### config.mk
export PLATFORM = sky130hd
export DESIGN_NAME = key_value_text_tokenizer
export DESIGN_NICKNAME = d
export VERILOG_FILES = /design/src/kvtt_pkg.sv /design/src/kvtt_core.sv /design/src/key_value_text_tokenizer.sv
export SDC_FILE = /design/constraint.sdc
export NUM_CORES = 1
export LEC_CHECK = 0
export ABC_CLOCK_PERIOD_IN_PS = 14300
export BUFFER_PORTS_ARGS = -buffer_cell sky130_fd_sc_hd__buf_2
export CORE_ASPECT_RATIO = 0.6
export CORE_UTILIZATION = 30
export DETAILED_ROUTE_END_ITERATION = 12
export GPL_ROUTABILITY_DRIVEN = 0
export GPL_TIMING_DRIVEN = 0
export PLACE_DENSITY = 0.49
export SETUP_SLACK_MARGIN = 0.02
export SLEW_MARGIN = 30
export SYNTH_ARGS = -nofsm -noshare
export SYNTH_HDL_FRONTEND = slang
export SYNTH_HIERARCHICAL = 1
export SYNTH_SLANG_ARGS = --single-unit
### constraint.sdc
create_clock -name clk -period 14.3 [get_ports clk]
set_input_delay 0 -clock clk [delete_from_list [all_inputs] [get_ports clk]]
set_output_delay 0 -clock clk [all_outputs]
set_load 0.02 [all_outputs]
### src/kvtt_pkg.sv
// Shared types and constants of the key/value text tokenizer.
package kvtt_pkg;

  // Width of every reported offset and length.
  localparam int unsigned FIELD_W = 16;

  // Delimiter characters.
  localparam logic [7:0] CH_COLON  = 8'h3A;
  localparam logic [7:0] CH_LBRACK = 8'h5B;
  localparam logic [7:0] CH_COMMA  = 8'h2C;
  localparam logic [7:0] CH_RBRACK = 8'h5D;

  // Blank characters: tab, LF, VT, FF, CR and space.
  localparam logic [7:0] CH_TAB   = 8'h09;
  localparam logic [7:0] CH_CR    = 8'h0D;
  localparam logic [7:0] CH_SPACE = 8'h20;

  // Parser states.
  typedef enum logic [4:0] {
    ST_SKIP  = 5'b00001,
    ST_KEY   = 5'b00010,
    ST_VALUE = 5'b00100,
    ST_LIST  = 5'b01000,
    ST_CLOSE = 5'b10000
  } kvtt_state_t;

  // One completed key/value pair.
  typedef struct packed {
    logic [FIELD_W-1:0] value_length;
    logic [FIELD_W-1:0] value_start;
    logic [FIELD_W-1:0] key_length;
    logic [FIELD_W-1:0] key_start;
  } kvtt_result_t;

  // True for the blank characters.
  function automatic logic is_blank(input logic [7:0] c);
    is_blank = (c == CH_SPACE) || ((c >= CH_TAB) && (c <= CH_CR));
  endfunction

endpackage

### src/kvtt_core.sv
// Parser state registers and the per-byte next-state and pair-report logic.
module kvtt_core #(
  parameter int unsigned POS_BITS = 16
) (
  input  logic                  clk,
  input  logic                  rst_n,
  input  logic                  step_en,
  input  logic [7:0]            text_byte,
  input  logic                  end_of_text,
  output logic                  res_valid,
  output kvtt_pkg::kvtt_result_t res
);
  import kvtt_pkg::*;

  localparam logic [POS_BITS-1:0] POS_MAX = {POS_BITS{1'b1}};

  kvtt_state_t         state_r, state_nxt;
  kvtt_state_t         resume_r, resume_nxt;
  logic [POS_BITS-1:0] pos_r, pos_nxt;
  logic [POS_BITS-1:0] tok_r, tok_nxt;
  logic [POS_BITS:0]   lnb_r, lnb_nxt;
  logic [POS_BITS-1:0] hks_r, hks_nxt;
  logic [POS_BITS-1:0] hkl_r, hkl_nxt;
  logic [POS_BITS-1:0] hvs_r, hvs_nxt;
  logic [POS_BITS-1:0] hvl_r, hvl_nxt;
  logic                blank;
  logic                emit;
  kvtt_state_t         st;

  // Trimmed token length: zero when no non-blank byte was seen, saturated at the top.
  function automatic logic [POS_BITS-1:0] tok_len(input logic [POS_BITS:0] lnb,
                                                  input logic [POS_BITS-1:0] tok);
    logic [POS_BITS:0] diff;
    diff = lnb - {1'b0, tok};
    if (lnb <= {1'b0, tok}) begin
      tok_len = '0;
    end else if (diff[POS_BITS]) begin
      tok_len = POS_MAX;
    end else begin
      tok_len = diff[POS_BITS-1:0];
    end
  endfunction

  // Next state for one byte.
  always_comb begin
    blank      = is_blank(text_byte);
    emit       = 1'b0;
    st         = state_r;
    resume_nxt = resume_r;
    tok_nxt    = tok_r;
    lnb_nxt    = lnb_r;
    hks_nxt    = hks_r;
    hkl_nxt    = hkl_r;
    hvs_nxt    = hvs_r;
    hvl_nxt    = hvl_r;
    pos_nxt    = pos_r;

    // Leading blanks are skipped; the first non-blank byte opens a token.
    if (!(st == ST_KEY || st == ST_VALUE || st == ST_LIST || st == ST_CLOSE)) begin
      st = ST_SKIP;
      if (!blank) begin
        tok_nxt = pos_r;
        lnb_nxt = {1'b0, pos_r};
        st      = resume_r;
      end
    end

    // Token body.
    unique case (st)
      ST_KEY: begin
        if (text_byte == CH_COLON) begin
          hks_nxt    = tok_nxt;
          hkl_nxt    = tok_len(lnb_nxt, tok_nxt);
          st         = ST_SKIP;
          resume_nxt = ST_VALUE;
        end else if (!blank) begin
          lnb_nxt = {1'b0, pos_r} + 1'b1;
        end
      end
      ST_VALUE: begin
        if (text_byte == CH_LBRACK) begin
          st         = ST_SKIP;
          resume_nxt = ST_LIST;
        end else if (text_byte == CH_COMMA) begin
          hvs_nxt    = tok_nxt;
          hvl_nxt    = tok_len(lnb_nxt, tok_nxt);
          emit       = 1'b1;
          st         = ST_SKIP;
          resume_nxt = ST_KEY;
        end else if (!blank) begin
          lnb_nxt = {1'b0, pos_r} + 1'b1;
        end
      end
      ST_LIST: begin
        if (text_byte == CH_RBRACK) begin
          hvs_nxt = tok_nxt;
          hvl_nxt = tok_len(lnb_nxt, tok_nxt);
          st      = ST_CLOSE;
        end else if (!blank) begin
          lnb_nxt = {1'b0, pos_r} + 1'b1;
        end
      end
      ST_CLOSE: begin
        if (text_byte == CH_COMMA) begin
          emit       = 1'b1;
          st         = ST_SKIP;
          resume_nxt = ST_KEY;
        end
      end
      default: begin
      end
    endcase

    // End of text flushes a pending pair.
    if (end_of_text) begin
      if (st == ST_VALUE) begin
        hvs_nxt = tok_nxt;
        hvl_nxt = tok_len(lnb_nxt, tok_nxt);
        emit    = 1'b1;
      end else if (st == ST_CLOSE) begin
        emit = 1'b1;
      end
    end

    res.key_start    = FIELD_W'(hks_nxt);
    res.key_length   = FIELD_W'(hkl_nxt);
    res.value_start  = FIELD_W'(hvs_nxt);
    res.value_length = FIELD_W'(hvl_nxt);
    res_valid        = emit;

    // After the flush everything returns to its reset value.
    if (end_of_text) begin
      st         = ST_SKIP;
      resume_nxt = ST_KEY;
      pos_nxt    = '0;
      tok_nxt    = '0;
      lnb_nxt    = '0;
      hks_nxt    = '0;
      hkl_nxt    = '0;
      hvs_nxt    = '0;
      hvl_nxt    = '0;
    end else if (pos_r != POS_MAX) begin
      pos_nxt = pos_r + 1'b1;
    end
    state_nxt = st;
  end

  // State registers advance on every accepted byte.
  always_ff @(posedge clk) begin
    if (!rst_n) begin
      state_r  <= ST_SKIP;
      resume_r <= ST_KEY;
      pos_r    <= '0;
      tok_r    <= '0;
      lnb_r    <= '0;
      hks_r    <= '0;
      hkl_r    <= '0;
      hvs_r    <= '0;
      hvl_r    <= '0;
    end else if (step_en) begin
      state_r  <= state_nxt;
      resume_r <= resume_nxt;
      pos_r    <= pos_nxt;
      tok_r    <= tok_nxt;
      lnb_r    <= lnb_nxt;
      hks_r    <= hks_nxt;
      hkl_r    <= hkl_nxt;
      hvs_r    <= hvs_nxt;
      hvl_r    <= hvl_nxt;
    end
  end

  // A finished text leaves the parser at offset zero, skipping blanks for a key.
  a_eot_restart: assert property (@(posedge clk) disable iff (!rst_n)
    step_en && end_of_text |=> pos_r == '0 && state_r == ST_SKIP && resume_r == ST_KEY)
    else $error("parser did not restart after end of text");

  // The position counts up by one per byte until it saturates.
  a_pos_count: assert property (@(posedge clk) disable iff (!rst_n)
    step_en && !end_of_text && pos_r != POS_MAX |=> pos_r == $past(pos_r) + 1'b1)
    else $error("byte position did not advance");

  // The end marker never runs more than one byte past the current position.
  a_lnb_bound: assert property (@(posedge clk) disable iff (!rst_n)
    lnb_r <= {1'b0, pos_r} + 1'b1)
    else $error("last non-blank mark ahead of position");

endmodule

### src/key_value_text_tokenizer.sv
// Top level of the key/value text tokenizer: parser core and output skid buffer.
//
//  Channel | Direction | Request
//  in_     | slave     | tdata: text_byte[7:0]; tlast: end_of_text
//  out_    | master    | tdata: key_start, key_length, value_start, value_length (16 b each)
//
// One byte per cycle is taken while the skid entry is free; each completed pair is registered.
// The whole parse step is one pass of logic from the byte into the state and result registers.
// Synchronous active-low reset returns the parser to offset 0, looking for a key.
// A two-entry output buffer keeps input flowing while one result waits; input stalls
// only when both entries hold results that the sink has not taken.
module key_value_text_tokenizer #(
  parameter int unsigned POS_BITS = 16
) (
  input  logic        clk,
  input  logic        rst_n,
  input  logic        in_tvalid,
  output logic        in_tready,
  input  logic [7:0]  in_tdata,   // [7:0] text_byte
  input  logic        in_tlast,
  output logic        out_tvalid,
  input  logic        out_tready,
  output logic [63:0] out_tdata   // [15:0] key_start, [31:16] key_length,
                                  // [47:32] value_start, [63:48] value_length
);
  import kvtt_pkg::*;

  logic         accept_in;
  logic         res_valid;
  kvtt_result_t res;
  logic         new_res;
  logic         out_take;
  logic         out_valid_r, out_valid_nxt;
  kvtt_result_t out_data_r, out_data_nxt;
  logic         skid_valid_r, skid_valid_nxt;
  kvtt_result_t skid_data_r, skid_data_nxt;

  assign in_tready = !skid_valid_r;
  assign accept_in = in_tvalid && in_tready;

  kvtt_core #(
    .POS_BITS (POS_BITS)
  ) u_core (
    .clk         (clk),
    .rst_n       (rst_n),
    .step_en     (accept_in),
    .text_byte   (in_tdata),
    .end_of_text (in_tlast),
    .res_valid   (res_valid),
    .res         (res)
  );

  assign new_res  = accept_in && res_valid;
  assign out_take = out_valid_r && out_tready;

  // Output register with one skid entry behind it.
  always_comb begin
    out_valid_nxt  = out_valid_r;
    out_data_nxt   = out_data_r;
    skid_valid_nxt = skid_valid_r;
    skid_data_nxt  = skid_data_r;
    if (out_take || !out_valid_r) begin
      if (skid_valid_r) begin
        out_valid_nxt  = 1'b1;
        out_data_nxt   = skid_data_r;
        skid_valid_nxt = 1'b0;
      end else if (new_res) begin
        out_valid_nxt = 1'b1;
        out_data_nxt  = res;
      end else begin
        out_valid_nxt = 1'b0;
      end
    end else if (new_res) begin
      skid_valid_nxt = 1'b1;
      skid_data_nxt  = res;
    end
  end

  always_ff @(posedge clk) begin
    if (!rst_n) begin
      out_valid_r  <= 1'b0;
      skid_valid_r <= 1'b0;
    end else begin
      out_valid_r  <= out_valid_nxt;
      skid_valid_r <= skid_valid_nxt;
    end
    out_data_r  <= out_data_nxt;
    skid_data_r <= skid_data_nxt;
  end

  assign out_tvalid = out_valid_r;
  assign out_tdata  = out_data_r;

  // The skid entry is only used behind a full output register.
  a_skid_order: assert property (@(posedge clk) disable iff (!rst_n)
    skid_valid_r |-> out_valid_r)
    else $error("skid entry holds a result ahead of the output register");

  // A result that arrives while the output is stalled lands in the skid entry.
  a_skid_fill: assert property (@(posedge clk) disable iff (!rst_n)
    new_res && out_valid_r && !out_tready |=> skid_valid_r && skid_data_r == $past(res))
    else $error("result lost while output stalled");

  // A waiting skid result moves forward as soon as the output is taken.
  a_skid_drain: assert property (@(posedge clk) disable iff (!rst_n)
    skid_valid_r && out_tready |=> out_valid_r && out_data_r == $past(skid_data_r))
    else $error("skid result not forwarded");

endmodule
==> impl_metrics.xml <==
<?xml version="1.0" encoding="UTF-8"?>
<metrics>
  <group name="sta">
    <metric name="period_minus_slack" unit="ps">7315</metric>
    <metric name="final-hold-violation-count" unit="">0</metric>
    <metric name="worst_case_headroom_to_the_max_slew_limit" unit="">0.3715</metric>
    <metric name="grt_setup_unrepaired" unit="">no</metric>
    <metric name="fmax" unit="GHz">0.1367</metric>
    <metric name="tns" unit="ps">0</metric>
    <metric name="period_share" unit="">0.5115</metric>
    <metric name="worst_pin_slew" unit="ps">939.2</metric>
    <metric name="timing_max_transition_violations_final" unit="">0</metric>
    <metric name="setup_viol" unit="">0</metric>
    <metric name="fin_worst_skew" unit="ps">17.12</metric>
  </group>
  <group name="logic_synthesis">
    <metric name="synth.distinct_cells" unit="">84</metric>
    <metric name="synth-seq-area-share" unit="">0.4342</metric>
    <metric name="synth_nets" unit="">1582</metric>
    <metric name="mean_syn_cell_area" unit="µm²">9.527</metric>
    <metric name="count_of_flip_flops_with_a_built_in_enable_after_synthesis" unit="">128</metric>
    <metric name="netlist_instances" unit="">1534</metric>
    <metric name="leading_register_cell_type_out_of_synthesis" unit="">sky130_fd_sc_hd__edfxtp_1</metric>
    <metric name="synth_area" unit="µm²">14610</metric>
    <metric name="yosysWarningCount" unit="">6</metric>
    <metric name="synth_async_sr_flop_share" unit="">0</metric>
    <metric name="synth-seq-cells" unit="">253</metric>
  </group>
  <group name="cts">
    <metric name="ctsHtreeMaxLevel" unit="">1</metric>
    <metric name="clk_transition_reported_paths" unit="ps">70</metric>
    <metric name="clock_latency" unit="ps">560</metric>
    <metric name="cts_resized" unit="">0</metric>
    <metric name="ctsLongestPathBuffers" unit="">3</metric>
    <metric name="clock_sink_count" unit="">253</metric>
    <metric name="ctsRootBufferMaster" unit="">sky130_fd_sc_hd__clkbuf_16</metric>
    <metric name="cts_tree" unit="">built</metric>
    <metric name="cts_inserted_buffers" unit="">26</metric>
  </group>
  <group name="cells_and_area">
    <metric name="final_layout_size_suffix_gt1_frac" unit="">0.1724</metric>
    <metric name="count_of_inserted_antenna_diode_cells" unit="">0</metric>
    <metric name="num-fill-cells" unit="">4930</metric>
    <metric name="finish.net_count" unit="">1704</metric>
    <metric name="syn_to_layout_area_delta" unit="%">15.12</metric>
    <metric name="multiInputGateArea" unit="µm²">7595</metric>
    <metric name="final_design_area_no_fill" unit="µm²">16820</metric>
    <metric name="layout.area.seq" unit="µm²">6346</metric>
  </group>
  <group name="critical_path">
    <metric name="timing.critical_path.mode_cell" unit="">sky130_fd_sc_hd__buf_2</metric>
    <metric name="worstPathArrival" unit="ps">7630</metric>
    <metric name="crit_fanout" unit="">10</metric>
    <metric name="worstSetupStartpointType" unit="">flip-flop</metric>
    <metric name="critPathKind" unit="">flip-flop to flip-flop</metric>
    <metric name="critPathBufInv" unit="">7</metric>
    <metric name="critPathRequiredTime" unit="ps">14610</metric>
    <metric name="worst_path_dominant_cell_family" unit="">buffers and inverters</metric>
    <metric name="crit_path_top_delay_cell" unit="">sky130_fd_sc_hd__a2111oi_4</metric>
    <metric name="end_kind" unit="">flip-flop</metric>
    <metric name="critical-path-max-stage-delay" unit="ps">500</metric>
  </group>
  <group name="drt">
    <metric name="vias" unit="">12740</metric>
    <metric name="avgViaCountPerCell" unit="">5.501</metric>
    <metric name="drc_violations_left" unit="">0</metric>
    <metric name="first_iter_violations" unit="">1511</metric>
    <metric name="ant_nets" unit="">0</metric>
    <metric name="drtPass1Iterations" unit="">5</metric>
    <metric name="route.final.wire_length" unit="mm">50.33</metric>
    <metric name="wl_per_cell" unit="µm">21.73</metric>
  </group>
  <group name="status">
    <metric name="status" unit="">completed</metric>
  </group>
  <group name="placement">
    <metric name="buffer_ports.inserted" unit="">78</metric>
    <metric name="detailed_place.area" unit="µm²">15930</metric>
    <metric name="dp_hpwl" unit="mm">38.41</metric>
  </group>
  <group name="floorplan">
    <metric name="floorplan.die_area" unit="µm²">49630</metric>
    <metric name="chipHeight" unit="µm">173.0</metric>
    <metric name="fp_rows" unit="">62</metric>
    <metric name="floorplan.initialDensity" unit="">0.3048</metric>
    <metric name="die_width" unit="µm">286.9</metric>
    <metric name="io_pins" unit="">79</metric>
    <metric name="coreArea" unit="µm²">47940</metric>
  </group>
  <group name="worst_hold_path">
    <metric name="min_path_type" unit="">input pin to flip-flop</metric>
  </group>
  <group name="job">
    <metric name="timing.max_cap.violations" unit="">0</metric>
  </group>
  <group name="global_routing">
    <metric name="grt_pass1_vias" unit="">11620</metric>
    <metric name="antenna_violations_before_repair" unit="">3</metric>
    <metric name="track_usage" unit="">0.1981</metric>
    <metric name="grt_overflow" unit="">0</metric>
    <metric name="maximum_number_of_pins_on_one_net_before_global_route_repair" unit="">21</metric>
    <metric name="global_route_wire_length_before_repair" unit="mm">74.98</metric>
  </group>
  <group name="power_and_ir_drop">
    <metric name="p_leak" unit="nW">6.315</metric>
    <metric name="vdd_drop_max" unit="mV">0.07759</metric>
    <metric name="p_per_area" unit="nW/µm²">96.33</metric>
  </group>
</metrics>
==> cells in the mapped netlist, types with 6 or more instances <==
| cell type | n | area (µm²) |
|---|---|---|
| sky130_fd_sc_hd__nand2b_1 | 22 | 137.6 |
| sky130_fd_sc_hd__nand2_1 | 174 | 653.1 |
| sky130_fd_sc_hd__xnor2_1 | 18 | 157.7 |
| sky130_fd_sc_hd__edfxtp_1 | 128 | 3844 |
| sky130_fd_sc_hd__and2_1 | 30 | 187.7 |
| sky130_fd_sc_hd__nand4_1 | 26 | 162.7 |
| sky130_fd_sc_hd__mux2_2 | 66 | 743.2 |
| sky130_fd_sc_hd__o22ai_1 | 20 | 125.1 |
| sky130_fd_sc_hd__and3_1 | 19 | 118.9 |
| sky130_fd_sc_hd__o31ai_1 | 9 | 67.56 |
| sky130_fd_sc_hd__inv_1 | 50 | 187.7 |
| sky130_fd_sc_hd__nor2_1 | 98 | 367.9 |
| sky130_fd_sc_hd__nand3b_1 | 17 | 127.6 |
| sky130_fd_sc_hd__xor2_1 | 17 | 148.9 |
| sky130_fd_sc_hd__or3_1 | 10 | 62.56 |
| sky130_fd_sc_hd__nor4_1 | 9 | 56.30 |
| sky130_fd_sc_hd__a22oi_1 | 47 | 352.8 |
| sky130_fd_sc_hd__a31oi_1 | 8 | 50.05 |
| sky130_fd_sc_hd__mux2_4 | 24 | 360.4 |
| sky130_fd_sc_hd__clkbuf_1 | 72 | 270.3 |
| sky130_fd_sc_hd__mux2i_1 | 18 | 180.2 |
| sky130_fd_sc_hd__a21oi_1 | 88 | 440.4 |
| sky130_fd_sc_hd__or2_2 | 6 | 37.54 |
| sky130_fd_sc_hd__nand3_1 | 26 | 130.1 |
| sky130_fd_sc_hd__o211ai_1 | 9 | 67.56 |
| sky130_fd_sc_hd__buf_2 | 21 | 105.1 |
| sky130_fd_sc_hd__o21ai_0 | 70 | 350.3 |
| sky130_fd_sc_hd__o21a_1 | 8 | 60.06 |
| sky130_fd_sc_hd__or4_1 | 14 | 105.1 |
| sky130_fd_sc_hd__nor3b_1 | 11 | 82.58 |
| sky130_fd_sc_hd__o32ai_1 | 7 | 61.31 |
| sky130_fd_sc_hd__a21boi_0 | 12 | 90.09 |
| sky130_fd_sc_hd__o32ai_2 | 9 | 146.4 |
| sky130_fd_sc_hd__nor2b_1 | 79 | 494.2 |
| sky130_fd_sc_hd__a211oi_1 | 8 | 60.06 |
| sky130_fd_sc_hd__o41ai_1 | 17 | 148.9 |
| sky130_fd_sc_hd__nor3_1 | 27 | 135.1 |
| sky130_fd_sc_hd__a21o_1 | 10 | 75.07 |
| sky130_fd_sc_hd__ha_1 | 33 | 412.9 |
| sky130_fd_sc_hd__dfxtp_1 | 125 | 2502 |
==> power by group <==
part	internal, mW	switching (mW)	total [mW]
Clock	0.385	0.309	0.694
Sequential	0.755	0.00199	0.757
Combinational	0.0503	0.119	0.169
Total	1.19	0.430	1.62
==> final cells by class <==
class | count | share of cell area
Tap cell | 640 | 0.04760
Sequential cell | 253 | 0.3772
Inverter | 50 | 0.01116
Timing Repair Buffer | 94 | 0.03228
Multi-Input combinational cell | 1125 | 0.4514
Buffer | 106 | 0.02982
Clock buffer | 33 | 0.04143
Clock inverter | 15 | 0.009073
==> cells in the final DEF, fill, tap and decap left out, types with 11 or more instances in the layout <==
cell type                   Yosys  final
sky130_fd_sc_hd__buf_2         21     99
sky130_fd_sc_hd__and2_1        30     30
sky130_fd_sc_hd__or4_1         14     14
sky130_fd_sc_hd__edfxtp_1     128    128
sky130_fd_sc_hd__nand3b_1      17     17
sky130_fd_sc_hd__clkbuf_1      72     77
sky130_fd_sc_hd__a22oi_1       47     47
sky130_fd_sc_hd__o22ai_1       20     20
sky130_fd_sc_hd__mux2i_1       18     18
sky130_fd_sc_hd__nor2_1        98     98
sky130_fd_sc_hd__ha_1          33     33
sky130_fd_sc_hd__a21oi_1       88     88
sky130_fd_sc_hd__nand2b_1      22     22
sky130_fd_sc_hd__o41ai_1       17     17
sky130_fd_sc_hd__mux2_4        24     24
sky130_fd_sc_hd__nand2_1      174    174
sky130_fd_sc_hd__clkbuf_16      0     26
sky130_fd_sc_hd__dfxtp_1      125    125
sky130_fd_sc_hd__nand3_1       26     26
sky130_fd_sc_hd__nand4_1       26     26
sky130_fd_sc_hd__nor3_1        27     26
sky130_fd_sc_hd__inv_1         50     50
sky130_fd_sc_hd__nor3b_1       11     11
sky130_fd_sc_hd__o21ai_0       70     70
sky130_fd_sc_hd__and3_1        19     19
sky130_fd_sc_hd__nor2b_1       79     79
sky130_fd_sc_hd__mux2_2        66     66
sky130_fd_sc_hd__xnor2_1       18     18
sky130_fd_sc_hd__xor2_1        17     17
==> layer usage <==
layer	wire (µm)	vias to the layer above	track usage
li1	-	5872	-
met4	657	0	0.03147
met2	19460	563	0.2624
met1	25620	6261	0.3225
met5	0	-	0
met3	4601	44	0.04156
==> worst paths after layout <==
check	start	endpoint	slack, ps	cells after the start
worst max-delay path	u_core/state_r[2]	out_tdata[56]	6980	26
worst min-delay path	in_tdata[6]	u_core/resume_r[3]	80	5
worst max register to register	u_core/state_r[2]	out_tdata[56]	6980	26
worst min register to register	u_core/resume_r[3]	u_core/resume_r[3]	460	2
==> worst register-to-register path: stages (launching register included) <==
cell,delay [ps]
sky130_fd_sc_hd__dfxtp_1,300
sky130_fd_sc_hd__buf_2,170
sky130_fd_sc_hd__nor2_1,170
sky130_fd_sc_hd__nand3_1,160
sky130_fd_sc_hd__a221o_1,360
sky130_fd_sc_hd__buf_2,220
sky130_fd_sc_hd__a2111oi_4,510
sky130_fd_sc_hd__nor4_4,130
sky130_fd_sc_hd__o21ai_2,340
sky130_fd_sc_hd__buf_2,340
sky130_fd_sc_hd__buf_2,350
sky130_fd_sc_hd__nand2_1,170
sky130_fd_sc_hd__o22ai_1,240
sky130_fd_sc_hd__nor2_1,120
sky130_fd_sc_hd__ha_1,300
sky130_fd_sc_hd__clkbuf_1,360
sky130_fd_sc_hd__nand4_1,200
sky130_fd_sc_hd__or2_2,330
sky130_fd_sc_hd__o21bai_1,200
sky130_fd_sc_hd__a21oi_1,300
sky130_fd_sc_hd__or2_2,170
sky130_fd_sc_hd__clkbuf_1,330
sky130_fd_sc_hd__clkbuf_1,480
sky130_fd_sc_hd__o211ai_1,170
sky130_fd_sc_hd__mux2i_1,230
sky130_fd_sc_hd__o32ai_2,130
sky130_fd_sc_hd__mux2_4,290
==> flip-flops by register name (all words and copies together) (netlist names) <==
| signal | cells |
|---|---|
| u_core/hvl_r | 16 |
| u_core/tok_r | 16 |
| u_core/hks_r | 16 |
| out_tvalid | 1 |
| skid_valid_r | 1 |
| u_core/resume_r | 5 |
| u_core/hvs_r | 16 |
| u_core/lnb_r | 17 |
| u_core/pos_r | 16 |
| u_core/hkl_r | 16 |
| out_tdata | 64 |
| u_core/state_r | 5 |
| skid_data_r | 64 |
==> per-stage QoR <==
stage	hold slack, ps	cells	setup slack [ps]	utilization	total power, mW
after global placement	370.8	2252	2402	0.3297	0.9322
after global routing	77.47	2316	6596	0.3509	1.678
after CTS	27.61	2315	7203	0.3508	1.634
final	76.66	2316	6985	0.3509	1.621
after detailed placement	385.8	2263	7227	0.3322	0.9344
after floorplan	153.8	1534	6192	-	0.8814
==> cell families (layout without fill, tap and decap cells) <==
group,count (synthesis),in the layout,share of synthesized area
adders and majority gates,35,35,0.03099
DFF,253,253,0.4342
muxes,108,108,0.08784
and+or+nand+nor,576,576,0.2021
AOI/OAI and AO/OA,371,371,0.1766
buffers and inverters,156,298,0.04717
xor gates and xnor gates,35,35,0.02098
==> timing repair <==
| action | 4_1_cts | 5_1_grt |
|---|---|---|
| hold buffers | 4 | 0 |
| endpoints found under the hold margin | 5 | 0 |
| setup buffers | 0 | 0 |
Note: power is estimated with default switching activity, not from simulation.
